### src/rtl/core/waob_pkg.sv
// Shared types and constants of the windowed alpha overlay blend.
// Holds the register map, status codes and the pipeline payload structs.
// No dependencies.
package waob_pkg;

    // Largest picture side accepted as a valid setup
    localparam int MAX_DIM = 4096;

    // Configuration bus width and address width (seven word registers)
    localparam int CFG_DATA_W = 32;
    localparam int CFG_ADDR_W = 5;

    // Valid transparency window, Q8 (0.1 .. 0.9)
    localparam logic [7:0] T_MIN = 8'd26;
    localparam logic [7:0] T_MAX = 8'd230;

    // 1.0 in Q8
    localparam logic [8:0] WEIGHT_ONE = 9'd256;

    // Register index on the configuration port (paddr[4:2])
    typedef enum logic [2:0] {
        REG_TRANSP    = 3'd0,
        REG_LOGO_LEFT = 3'd1,
        REG_LOGO_TOP  = 3'd2,
        REG_LOGO_COLS = 3'd3,
        REG_LOGO_ROWS = 3'd4,
        REG_PIC_COLS  = 3'd5,
        REG_PIC_ROWS  = 3'd6
    } t_reg_idx;

    // Result status
    typedef enum logic [1:0] {
        ST_PASS    = 2'd0,
        ST_BLEND   = 2'd1,
        ST_INVALID = 2'd2
    } t_status;

    typedef struct packed {
        logic [7:0]  transp;
        logic [11:0] logo_left;
        logic [11:0] logo_top;
        logic [12:0] logo_cols;
        logic [12:0] logo_rows;
        logic [12:0] pic_cols;
        logic [12:0] pic_rows;
    } t_cfg;

    typedef struct packed {
        logic [7:0] red;
        logic [7:0] green;
        logic [7:0] blue;
    } t_pixel;

    // Request as it enters the pipe
    typedef struct packed {
        logic [11:0] column;
        logic [11:0] row;
        t_pixel      pic;
        t_pixel      logo;
        logic [7:0]  alpha;
    } t_in_item;

    // After window check and alpha product
    typedef struct packed {
        t_pixel      pic;
        t_pixel      logo;
        logic [15:0] prod;
        t_status     status;
    } t_front_item;

    // After the divide by 255
    typedef struct packed {
        t_pixel     pic;
        t_pixel     logo;
        logic [8:0] weight;
        t_status    status;
    } t_weight_item;

    typedef struct packed {
        t_pixel  px;
        t_status status;
    } t_out_item;

endpackage

### src/rtl/core/waob_cfg.sv
// Configuration register file with APB-style access.
// Depends on waob_pkg for the register map and the t_cfg struct.
module waob_cfg (
    input  logic                               i_clk,
    input  logic                               i_rst_n,
    input  logic                               psel,
    input  logic                               penable,
    input  logic                               pwrite,
    input  logic [waob_pkg::CFG_ADDR_W-1:0]    paddr,
    input  logic [waob_pkg::CFG_DATA_W-1:0]    pwdata,
    output logic [waob_pkg::CFG_DATA_W-1:0]    prdata,
    output logic                               pready,
    output waob_pkg::t_cfg                     o_cfg
);
    import waob_pkg::*;

    t_cfg     r_cfg;
    t_reg_idx w_idx;
    logic     w_wr;

    assign pready = 1'b1;
    assign w_idx  = t_reg_idx'(paddr[CFG_ADDR_W-1:2]);
    assign w_wr   = psel && penable && pwrite;

    // Register writes; unmapped index is dropped
    always_ff @(posedge i_clk) begin
        if (!i_rst_n) begin
            r_cfg.transp    <= 8'd128;
            r_cfg.logo_left <= '0;
            r_cfg.logo_top  <= '0;
            r_cfg.logo_cols <= 13'd1;
            r_cfg.logo_rows <= 13'd1;
            r_cfg.pic_cols  <= 13'd1;
            r_cfg.pic_rows  <= 13'd1;
        end else if (w_wr) begin
            case (w_idx)
                REG_TRANSP:    r_cfg.transp    <= pwdata[7:0];
                REG_LOGO_LEFT: r_cfg.logo_left <= pwdata[11:0];
                REG_LOGO_TOP:  r_cfg.logo_top  <= pwdata[11:0];
                REG_LOGO_COLS: r_cfg.logo_cols <= pwdata[12:0];
                REG_LOGO_ROWS: r_cfg.logo_rows <= pwdata[12:0];
                REG_PIC_COLS:  r_cfg.pic_cols  <= pwdata[12:0];
                REG_PIC_ROWS:  r_cfg.pic_rows  <= pwdata[12:0];
                default: ;
            endcase
        end
    end

    // Read-back mux
    always_comb begin
        prdata = '0;
        case (w_idx)
            REG_TRANSP:    prdata = CFG_DATA_W'(r_cfg.transp);
            REG_LOGO_LEFT: prdata = CFG_DATA_W'(r_cfg.logo_left);
            REG_LOGO_TOP:  prdata = CFG_DATA_W'(r_cfg.logo_top);
            REG_LOGO_COLS: prdata = CFG_DATA_W'(r_cfg.logo_cols);
            REG_LOGO_ROWS: prdata = CFG_DATA_W'(r_cfg.logo_rows);
            REG_PIC_COLS:  prdata = CFG_DATA_W'(r_cfg.pic_cols);
            REG_PIC_ROWS:  prdata = CFG_DATA_W'(r_cfg.pic_rows);
            default:       prdata = '0;
        endcase
    end

    assign o_cfg = r_cfg;

endmodule

### src/rtl/core/waob_front.sv
// Pipe stage 1: setup check, window hit test and alpha * (1 - t) product.
// Depends on waob_pkg for t_cfg, t_in_item and t_front_item.
module waob_front #(
    parameter int MAX_DIM = waob_pkg::MAX_DIM
) (
    input  logic                  i_clk,
    input  logic                  i_rst_n,
    input  waob_pkg::t_cfg        i_cfg,
    input  logic                  i_valid,
    output logic                  o_ready,
    input  waob_pkg::t_in_item    i_item,
    output logic                  o_valid,
    input  logic                  i_ready,
    output waob_pkg::t_front_item o_item
);
    import waob_pkg::*;

    logic        r_valid;
    t_front_item r_item;
    t_front_item n_item;
    logic [13:0] w_col_end;
    logic [13:0] w_row_end;
    logic        w_t_ok;
    logic        w_dim_ok;
    logic        w_fit_ok;
    logic        w_col_hit;
    logic        w_row_hit;
    logic [8:0]  w_inv_t;
    logic [16:0] w_prod;

    // Window edges (exclusive)
    assign w_col_end = 14'(i_cfg.logo_left) + 14'(i_cfg.logo_cols);
    assign w_row_end = 14'(i_cfg.logo_top) + 14'(i_cfg.logo_rows);

    // Setup validity
    assign w_t_ok   = (i_cfg.transp >= T_MIN) && (i_cfg.transp <= T_MAX);
    assign w_dim_ok = (32'(i_cfg.pic_cols) <= 32'(MAX_DIM))
                   && (32'(i_cfg.pic_rows) <= 32'(MAX_DIM));
    assign w_fit_ok = (w_col_end <= 14'(i_cfg.pic_cols))
                   && (w_row_end <= 14'(i_cfg.pic_rows));

    // Pixel inside logo window
    assign w_col_hit = (i_item.column >= i_cfg.logo_left)
                    && (14'(i_item.column) < w_col_end);
    assign w_row_hit = (i_item.row >= i_cfg.logo_top)
                    && (14'(i_item.row) < w_row_end);

    // alpha * (256 - t), at most 255 * 256
    assign w_inv_t = WEIGHT_ONE - {1'b0, i_cfg.transp};
    assign w_prod  = {9'b0, i_item.alpha} * {8'b0, w_inv_t};

    always_comb begin
        n_item.pic  = i_item.pic;
        n_item.logo = i_item.logo;
        n_item.prod = w_prod[15:0];
        priority if (!(w_t_ok && w_dim_ok && w_fit_ok)) begin
            n_item.status = ST_INVALID;
        end else if (w_col_hit && w_row_hit) begin
            n_item.status = ST_BLEND;
        end else begin
            n_item.status = ST_PASS;
        end
    end

    assign o_ready = !r_valid || i_ready;

    always_ff @(posedge i_clk) begin
        if (!i_rst_n) begin
            r_valid <= 1'b0;
        end else if (o_ready) begin
            r_valid <= i_valid;
        end
    end

    always_ff @(posedge i_clk) begin
        if (o_ready && i_valid) begin
            r_item <= n_item;
        end
    end

    assign o_valid = r_valid;
    assign o_item  = r_item;

endmodule

### src/rtl/core/waob_weight.sv
// Pipe stage 2: weight f = floor(prod / 255) by reciprocal shift and add.
// Depends on waob_pkg for t_front_item and t_weight_item.
module waob_weight (
    input  logic                   i_clk,
    input  logic                   i_rst_n,
    input  logic                   i_valid,
    output logic                   o_ready,
    input  waob_pkg::t_front_item  i_item,
    output logic                   o_valid,
    input  logic                   i_ready,
    output waob_pkg::t_weight_item o_item
);
    import waob_pkg::*;

    logic         r_valid;
    t_weight_item r_item;
    t_weight_item n_item;
    logic [16:0]  w_sum;

    // x / 255 == (x + 1 + (x >> 8)) >> 8, exact for x up to 255 * 256
    assign w_sum = 17'(i_item.prod) + 17'd1 + 17'(i_item.prod[15:8]);

    always_comb begin
        n_item.pic    = i_item.pic;
        n_item.logo   = i_item.logo;
        n_item.weight = w_sum[16:8];
        n_item.status = i_item.status;
    end

    assign o_ready = !r_valid || i_ready;

    always_ff @(posedge i_clk) begin
        if (!i_rst_n) begin
            r_valid <= 1'b0;
        end else if (o_ready) begin
            r_valid <= i_valid;
        end
    end

    always_ff @(posedge i_clk) begin
        if (o_ready && i_valid) begin
            r_item <= n_item;
        end
    end

    assign o_valid = r_valid;
    assign o_item  = r_item;

endmodule

### src/rtl/core/waob_mix.sv
// Pipe stage 3: per-channel mix and output register.
// Depends on waob_pkg for t_weight_item and t_out_item.
module waob_mix (
    input  logic                   i_clk,
    input  logic                   i_rst_n,
    input  logic                   i_valid,
    output logic                   o_ready,
    input  waob_pkg::t_weight_item i_item,
    output logic                   o_valid,
    input  logic                   i_ready,
    output waob_pkg::t_out_item    o_item
);
    import waob_pkg::*;

    logic      r_valid;
    t_out_item r_item;
    t_out_item n_item;
    t_pixel    w_mixed;

    // (pic * (256 - f) >> 8) + (logo * f >> 8), each term truncated
    function automatic logic [7:0] mix_ch(input logic [7:0] pic,
                                          input logic [7:0] logo,
                                          input logic [8:0] w);
        logic [16:0] a;
        logic [16:0] b;
        logic [8:0]  s;
        a = {9'b0, pic} * {8'b0, WEIGHT_ONE - w};
        b = {9'b0, logo} * {8'b0, w};
        s = a[16:8] + b[16:8];
        return s[7:0];
    endfunction

    assign w_mixed.blue  = mix_ch(i_item.pic.blue,  i_item.logo.blue,  i_item.weight);
    assign w_mixed.green = mix_ch(i_item.pic.green, i_item.logo.green, i_item.weight);
    assign w_mixed.red   = mix_ch(i_item.pic.red,   i_item.logo.red,   i_item.weight);

    // Only blended pixels take the mix
    always_comb begin
        n_item.status = i_item.status;
        n_item.px     = (i_item.status == ST_BLEND) ? w_mixed : i_item.pic;
    end

    assign o_ready = !r_valid || i_ready;

    always_ff @(posedge i_clk) begin
        if (!i_rst_n) begin
            r_valid <= 1'b0;
        end else if (o_ready) begin
            r_valid <= i_valid;
        end
    end

    always_ff @(posedge i_clk) begin
        if (o_ready && i_valid) begin
            r_item <= n_item;
        end
    end

    assign o_valid = r_valid;
    assign o_item  = r_item;

endmodule

### src/rtl/core/windowed_alpha_overlay_blend.sv
// Top level of the windowed alpha overlay blend: config port and 3-stage pipe.
// Depends on waob_pkg, waob_cfg, waob_front, waob_weight and waob_mix.
//
// Channel   | Direction | Handshake                  | Payload
// ----------+-----------+----------------------------+-----------------------------
// s_axis    | in        | s_axis_tvalid/s_axis_tready | tdata[79:0] pixel request
// m_axis    | out       | m_axis_tvalid/m_axis_tready | tdata[23:0] pixel, tuser status
// apb       | in        | psel/penable/pwrite/pready  | paddr[4:2] reg, pwdata
//
// One pixel per clock sustained unless m_axis stalls; each stage output is registered.
// The stages are window check plus alpha product, divide by 255, channel mix.
// Each stage holds a valid bit and its own ready, so bubbles are squeezed out
// and a stall on m_axis backs up stage by stage without loss.
// Reset is synchronous, active low; valid bits and config registers reset to defaults.
module windowed_alpha_overlay_blend #(
    parameter int MAX_DIM = waob_pkg::MAX_DIM
) (
    input  logic                            i_clk,
    input  logic                            i_rst_n,
    // Fields from bit 0: column[11:0], row[23:12], pic_blue, pic_green,
    // pic_red, logo_blue, logo_green, logo_red, logo_alpha[79:72]
    input  logic [79:0]                     s_axis_tdata,
    input  logic                            s_axis_tvalid,
    output logic                            s_axis_tready,
    // Fields from bit 0: out_blue[7:0], out_green[15:8], out_red[23:16]
    output logic [23:0]                     m_axis_tdata,
    // Fields from bit 0: status[1:0]
    output logic [1:0]                      m_axis_tuser,
    output logic                            m_axis_tvalid,
    input  logic                            m_axis_tready,
    input  logic                            psel,
    input  logic                            penable,
    input  logic                            pwrite,
    input  logic [waob_pkg::CFG_ADDR_W-1:0] paddr,
    input  logic [waob_pkg::CFG_DATA_W-1:0] pwdata,
    output logic [waob_pkg::CFG_DATA_W-1:0] prdata,
    output logic                            pready
);
    import waob_pkg::*;

    t_cfg         w_cfg;
    t_in_item     w_in;
    logic         w_front_valid;
    logic         w_front_ready;
    t_front_item  w_front_item;
    logic         w_wgt_valid;
    logic         w_wgt_ready;
    t_weight_item w_wgt_item;
    t_out_item    w_out_item;

    // Unpack the request
    assign w_in.column     = s_axis_tdata[11:0];
    assign w_in.row        = s_axis_tdata[23:12];
    assign w_in.pic.blue   = s_axis_tdata[31:24];
    assign w_in.pic.green  = s_axis_tdata[39:32];
    assign w_in.pic.red    = s_axis_tdata[47:40];
    assign w_in.logo.blue  = s_axis_tdata[55:48];
    assign w_in.logo.green = s_axis_tdata[63:56];
    assign w_in.logo.red   = s_axis_tdata[71:64];
    assign w_in.alpha      = s_axis_tdata[79:72];

    waob_cfg u_cfg (
        .i_clk   (i_clk),
        .i_rst_n (i_rst_n),
        .psel    (psel),
        .penable (penable),
        .pwrite  (pwrite),
        .paddr   (paddr),
        .pwdata  (pwdata),
        .prdata  (prdata),
        .pready  (pready),
        .o_cfg   (w_cfg)
    );

    waob_front #(
        .MAX_DIM (MAX_DIM)
    ) u_front (
        .i_clk   (i_clk),
        .i_rst_n (i_rst_n),
        .i_cfg   (w_cfg),
        .i_valid (s_axis_tvalid),
        .o_ready (s_axis_tready),
        .i_item  (w_in),
        .o_valid (w_front_valid),
        .i_ready (w_front_ready),
        .o_item  (w_front_item)
    );

    waob_weight u_weight (
        .i_clk   (i_clk),
        .i_rst_n (i_rst_n),
        .i_valid (w_front_valid),
        .o_ready (w_front_ready),
        .i_item  (w_front_item),
        .o_valid (w_wgt_valid),
        .i_ready (w_wgt_ready),
        .o_item  (w_wgt_item)
    );

    waob_mix u_mix (
        .i_clk   (i_clk),
        .i_rst_n (i_rst_n),
        .i_valid (w_wgt_valid),
        .o_ready (w_wgt_ready),
        .i_item  (w_wgt_item),
        .o_valid (m_axis_tvalid),
        .i_ready (m_axis_tready),
        .o_item  (w_out_item)
    );

    // Pack the result
    assign m_axis_tdata = {w_out_item.px.red, w_out_item.px.green, w_out_item.px.blue};
    assign m_axis_tuser = w_out_item.status;

`ifndef SYNTHESIS
    // An empty output stage means the whole pipe can take a request
    a_ready_when_empty: assert property (@(posedge i_clk) disable iff (!i_rst_n)
        !m_axis_tvalid |-> s_axis_tready)
        else $error("input blocked while output stage empty");

    // A new result only appears when the weight stage held an item
    a_result_source: assert property (@(posedge i_clk) disable iff (!i_rst_n)
        $rose(m_axis_tvalid) |-> $past(w_wgt_valid))
        else $error("result appeared without a weight stage item");

    // Weight never exceeds 1.0 in Q8
    a_weight_range: assert property (@(posedge i_clk) disable iff (!i_rst_n)
        w_wgt_valid |-> (w_wgt_item.weight <= WEIGHT_ONE))
        else $error("blend weight above 256");

    // A stalled weight stage keeps its item until the mix stage takes it
    a_weight_hold: assert property (@(posedge i_clk) disable iff (!i_rst_n)
        (w_wgt_valid && !w_wgt_ready) |=> (w_wgt_valid && $stable(w_wgt_item)))
        else $error("weight stage item changed under stall");
`endif

endmodule

### config.mk
export PLATFORM = sky130hd
export DESIGN_NAME = windowed_alpha_overlay_blend
export DESIGN_NICKNAME = d
export VERILOG_FILES = /design/src/rtl/core/waob_pkg.sv /design/src/rtl/core/waob_cfg.sv /design/src/rtl/core/waob_front.sv /design/src/rtl/core/waob_weight.sv /design/src/rtl/core/waob_mix.sv /design/src/rtl/core/windowed_alpha_overlay_blend.sv
export SDC_FILE = /design/constraint.sdc
export NUM_CORES = 1
export LEC_CHECK = 0
export ABC_CLOCK_PERIOD_IN_PS = 6750
export CAP_MARGIN = 20
export CORE_MARGIN = 2
export CORE_UTILIZATION = 45
export CTS_CLUSTER_DIAMETER = 30
export DETAILED_ROUTE_END_ITERATION = 7
export DONT_BUFFER_PORTS = 1
export PLACE_DENSITY = 0.7
export SLEW_MARGIN = 5
export SYNTH_ARGS = -nofsm -noshare
export SYNTH_HDL_FRONTEND = slang
export SYNTH_SLANG_ARGS = --single-unit
### constraint.sdc
create_clock -name i_clk -period 6.75 [get_ports i_clk]
set_input_delay 1.35 -clock i_clk [delete_from_list [all_inputs] [get_ports i_clk]]
set_output_delay 1.35 -clock i_clk [all_outputs]
set_load 0.02 [all_outputs]
==> results by group <==
Outcome
  • Outcome: finished, final reports clean

Pwr
  • Clock Power Share: 23.7%
  • Final total power: 12.44 mW
  • Proportion of power drawn by flip-flops and latches: 14.7%
  • Worst IR drop on VDD: 0.3132 mV
  • Lkg Pwr: 14.32 nW
  • Internal power: 7.365 mW
  • Combinational share of power: between 60% and 70%
  • Net Sw Frac: 40.81%
  • PwrDens: 397.1 nW/um^2
  • Switching power total: 5.079 mW

Yosys
  • Post-Synth XOR/XNOR Area: 4.406%
  • Main synth FF type: edfxtp_1
  • FF+latch count, synth: 238
  • Top post-synthesis cells by count: 480 x inv_1, 395 x nand2_1, 354 x ha_1
  • Synth Area in Compound Gates: about 8.6%
  • Synth Area in Simple Gates: 17.36%
  • Sequential fraction of the synthesis area: 22.69%
  • Mapped cell area: 27660 um^2
  • Largest cells by area after synthesis: fa_1 21%, edfxtp_1 16%, ha_1 16%
  • Count leader, synth: inv_1
  • Syn Inst Count: around 3000
  • Fraction of synthesized area in multiplexers: 1.411%
  • Largest family of logic cells by synthesized area: adder cells
  • Synth area leader: fa_1
  • Yosys top cell area share: 20.70%
  • Async set-or-reset flop fraction in the synthesized netlist: 0%
  • Number of synthesized flops with an enable pin: 151
  • Post-Synth Adder-Cell Area: 36.72%
  • Ys Warns: 0
  • Syn_area_per_cell: 9.256 um^2
  • Yosys cell types: 70

Floorplan
  • Die height: 251.9 um
  • Chip width: 251.9 um
  • Io pins: 185
  • Starting Density: between 40% and 50%
  • Die ar.: about 63000 um^2
  • Cell Rows: 90
  • Core area: a little over 60000 um^2

Flow run
  • Maximum Capacitance Violations: 0

STA
  • Worst clock skew: between 0.04 and 0.05 ns
  • Slew Limit Fails: 0
  • Worst Setup Slack, final: 0.1881 ns
  • Fmax: 152.4 MHz
  • Final hold violations: 0
  • Slew @ Worst Pin: 0.9945 ns
  • Crit share post-route: between 90% and 100%
  • Final setup viols: 0
  • Relative max-transition margin: 33.00%
  • Min Tclk post-route: 6.562 ns
  • Final setup TNS: 0 ns

Global route
  • Vias in the first global route: slightly above 20000
  • Global route overflow: 0
  • Pin count of the biggest net entering global routing: around 90
  • First-pass GRT wire length: 105900 um
  • Initial antenna violation count: 1
  • Tot GR Track Use: between 20% and 30%

Critical path
  • CP Data Arrival Time: 6.86 ns
  • CP Depth: 29
  • CP startpoint kind: flop
  • Worst-path fanout max: 8
  • Crit Reg-Reg Startpoint: u_weight.o_item[2]
  • FF-to-FF End: u_mix.o_item[25]
  • Cell family with most CP delay: adder cells
  • CP max stage cell: fa_1
  • R2R Setup Slk: roughly 0.19 ns
  • Crit-path max cell delay: between 0.5 and 0.6 ns
  • Req. time, crit path: roughly 7 ns
  • Register-to-Register Path Depth: 29
  • Buf/Inv on CP: 6
  • WS Path Type: reg -> reg
  • CP Capture Type: flop

Routing
  • DRC: 0
  • Routed vias: between 20000 and 25000
  • Routed wire length per instance: 16.94 um
  • Initial DRT Pass Iterations: 5
  • Routed Antenna Nets: 0
  • Vias per cell: between 5 and 6
  • DR iter-0 viols: 854
  • Routed wire length: 65030 um

Finish
  • Fin util: 51.72%
  • Multi-input gate area: 19440 um^2
  • Fill count: between 5000 and 6000
  • Area Growth Syn to Fin: 13.30%
  • N_diodes: 0
  • Layout Nets: 3772
  • Register area: 6276 um^2
  • Layout cell share with drive strength beyond 1: between 8 and 9%
  • Fin cells: 3838

Worst hold path
  • Worst Hold Depth: 0
  • Hold Path Origin: u_front.o_item[27]
  • Hold endpoint: u_weight.o_item[20]
  • HP Class: reg -> reg

CTS
  • Clk buf depth: 3
  • CTS tree: yes
  • H-tree depth: 2
  • Worst-path clk slew: 0.06 ns
  • Clock root buffer: clkbuf_16
  • CTS Buf Count: 57
  • Sink Count: ~240
  • Worst skew pair latency: 0.63 ns

Place
  • Place WS: -0.1812 ns
  • Placed Cells: between 3000 and 4000
  • DP Wirelength: 48540 um
  • GPL Wtd Cong: 0.8423
  • Number of buffers added on ports: 0
-- cell families (layout without fill, tap and decap cells) --
group	after synthesis	after routing
AOI/OAI and AO/OA	353	353
xor gates and xnor gates	136	136
adders and majority gates	640	640
buffers and inverters	622	672
DFF	238	238
muxes	33	33
other	2	20
and+or+nand+nor	964	964
-- cell type report --
type                       instances  share of cell area (%)
clock buffer                      60                   4.588
clock inverter                    47                   2.048
inverter                         480                   5.750
multi-input combinational       2146                   62.05
sequential                       238                   20.03
tap                              782                   3.122
timing repair buffer              85                   2.408
-- worst max path at each step --
stage                                   from          endpoint  slack (ns)
after CTS                 u_weight.o_item[2]  u_mix.o_item[17]      -0.002
after detailed placement  u_weight.o_item[2]  u_mix.o_item[17]       -0.18
after global placement    u_weight.o_item[5]  u_mix.o_item[17]       -0.15
final                     u_weight.o_item[2]  u_mix.o_item[25]        0.19
after floorplan           u_weight.o_item[2]  u_mix.o_item[25]       0.009
after global routing      u_weight.o_item[2]  u_mix.o_item[25]       -0.08
-- worst register-to-register path: cells and delay by family, from the launching register on --
family,cells,cell delay [ns]
compound gates,7,1.29
xor+xnor,5,0.75
fa+ha+maj,6,2.39
buf+inv,6,0.67
flops,1,0.45
simple gates,5,0.68
-- layout by cell type (no fill, tap or decap), types with 20 or more instances in the layout --
master     synthesis  routed
nor3_1            36      33
inv_1            480     476
nand3_1           33      33
xnor2_1           97      93
clkbuf_16          0      59
buf_4             20      69
nor2b_1           57      53
xor2_1            37      34
o21ai_0           75      71
mux2i_1           21      21
nand2_1          395     391
fa_1             286     285
ha_1             354     347
a21boi_0          76      75
a21oi_1           65      57
conb_1             2      20
dfxtp_1           87      87
nor2_1            83      78
o21a_1            27      27
a21o_1            28      28
edfxtp_1         151     151
and2_1           292     289
-- through the flow --
step / hold WS (ns) / area [um^2]
floorplan: 0.4003 / 27760
global placement: 0.4016 / 28700
detailed placement: 0.4045 / 28700
CTS: 0.4150 / 30800
global route: 0.4182 / 31340
finish: 0.4139 / 31340
-- power by group through the flow --
stage / Clock, mW / Combinational (mW) / Sequential, mW
3_5_place_dp: 0 / 7.19 / 1.86
2_1_floorplan: 0 / 5.40 / 1.81
6_report: 2.94 / 7.67 / 1.83
5_1_grt: 3.07 / 8.76 / 1.84
3_3_place_gp: 0 / 7.02 / 1.86
4_1_cts: 3.00 / 7.27 / 1.83
-- repair_timing --
action,CTS,global route
setup endpoints to repair,3,5
gates cloned,0,2
hold endpoints to repair,0,0
pin swaps,0,42
hold buffers,0,0
resized for setup,4,73
setup buffers,0,17
-- metal layers --
metal,vias to the layer above,wire (um),GRT usage (%)
met5,-,13,0
met3,123,4209,4.539
met2,486,31950,36.20
met1,9883,26830,25.28
li1,9616,-,-
met4,2,2024,6.915
-- flip-flops by register name (all words and copies together) (netlist names) --
| signal | cells |
|---|---|
| u_front.o_valid | 1 |
| u_weight.o_item | 59 |
| u_cfg.o_cfg | 84 |
| u_mix.o_item | 26 |
| u_weight.o_valid | 1 |
| u_mix.o_valid | 1 |
| u_front.o_item | 66 |
No activity file was read; power rests on OpenSTA's default activity.
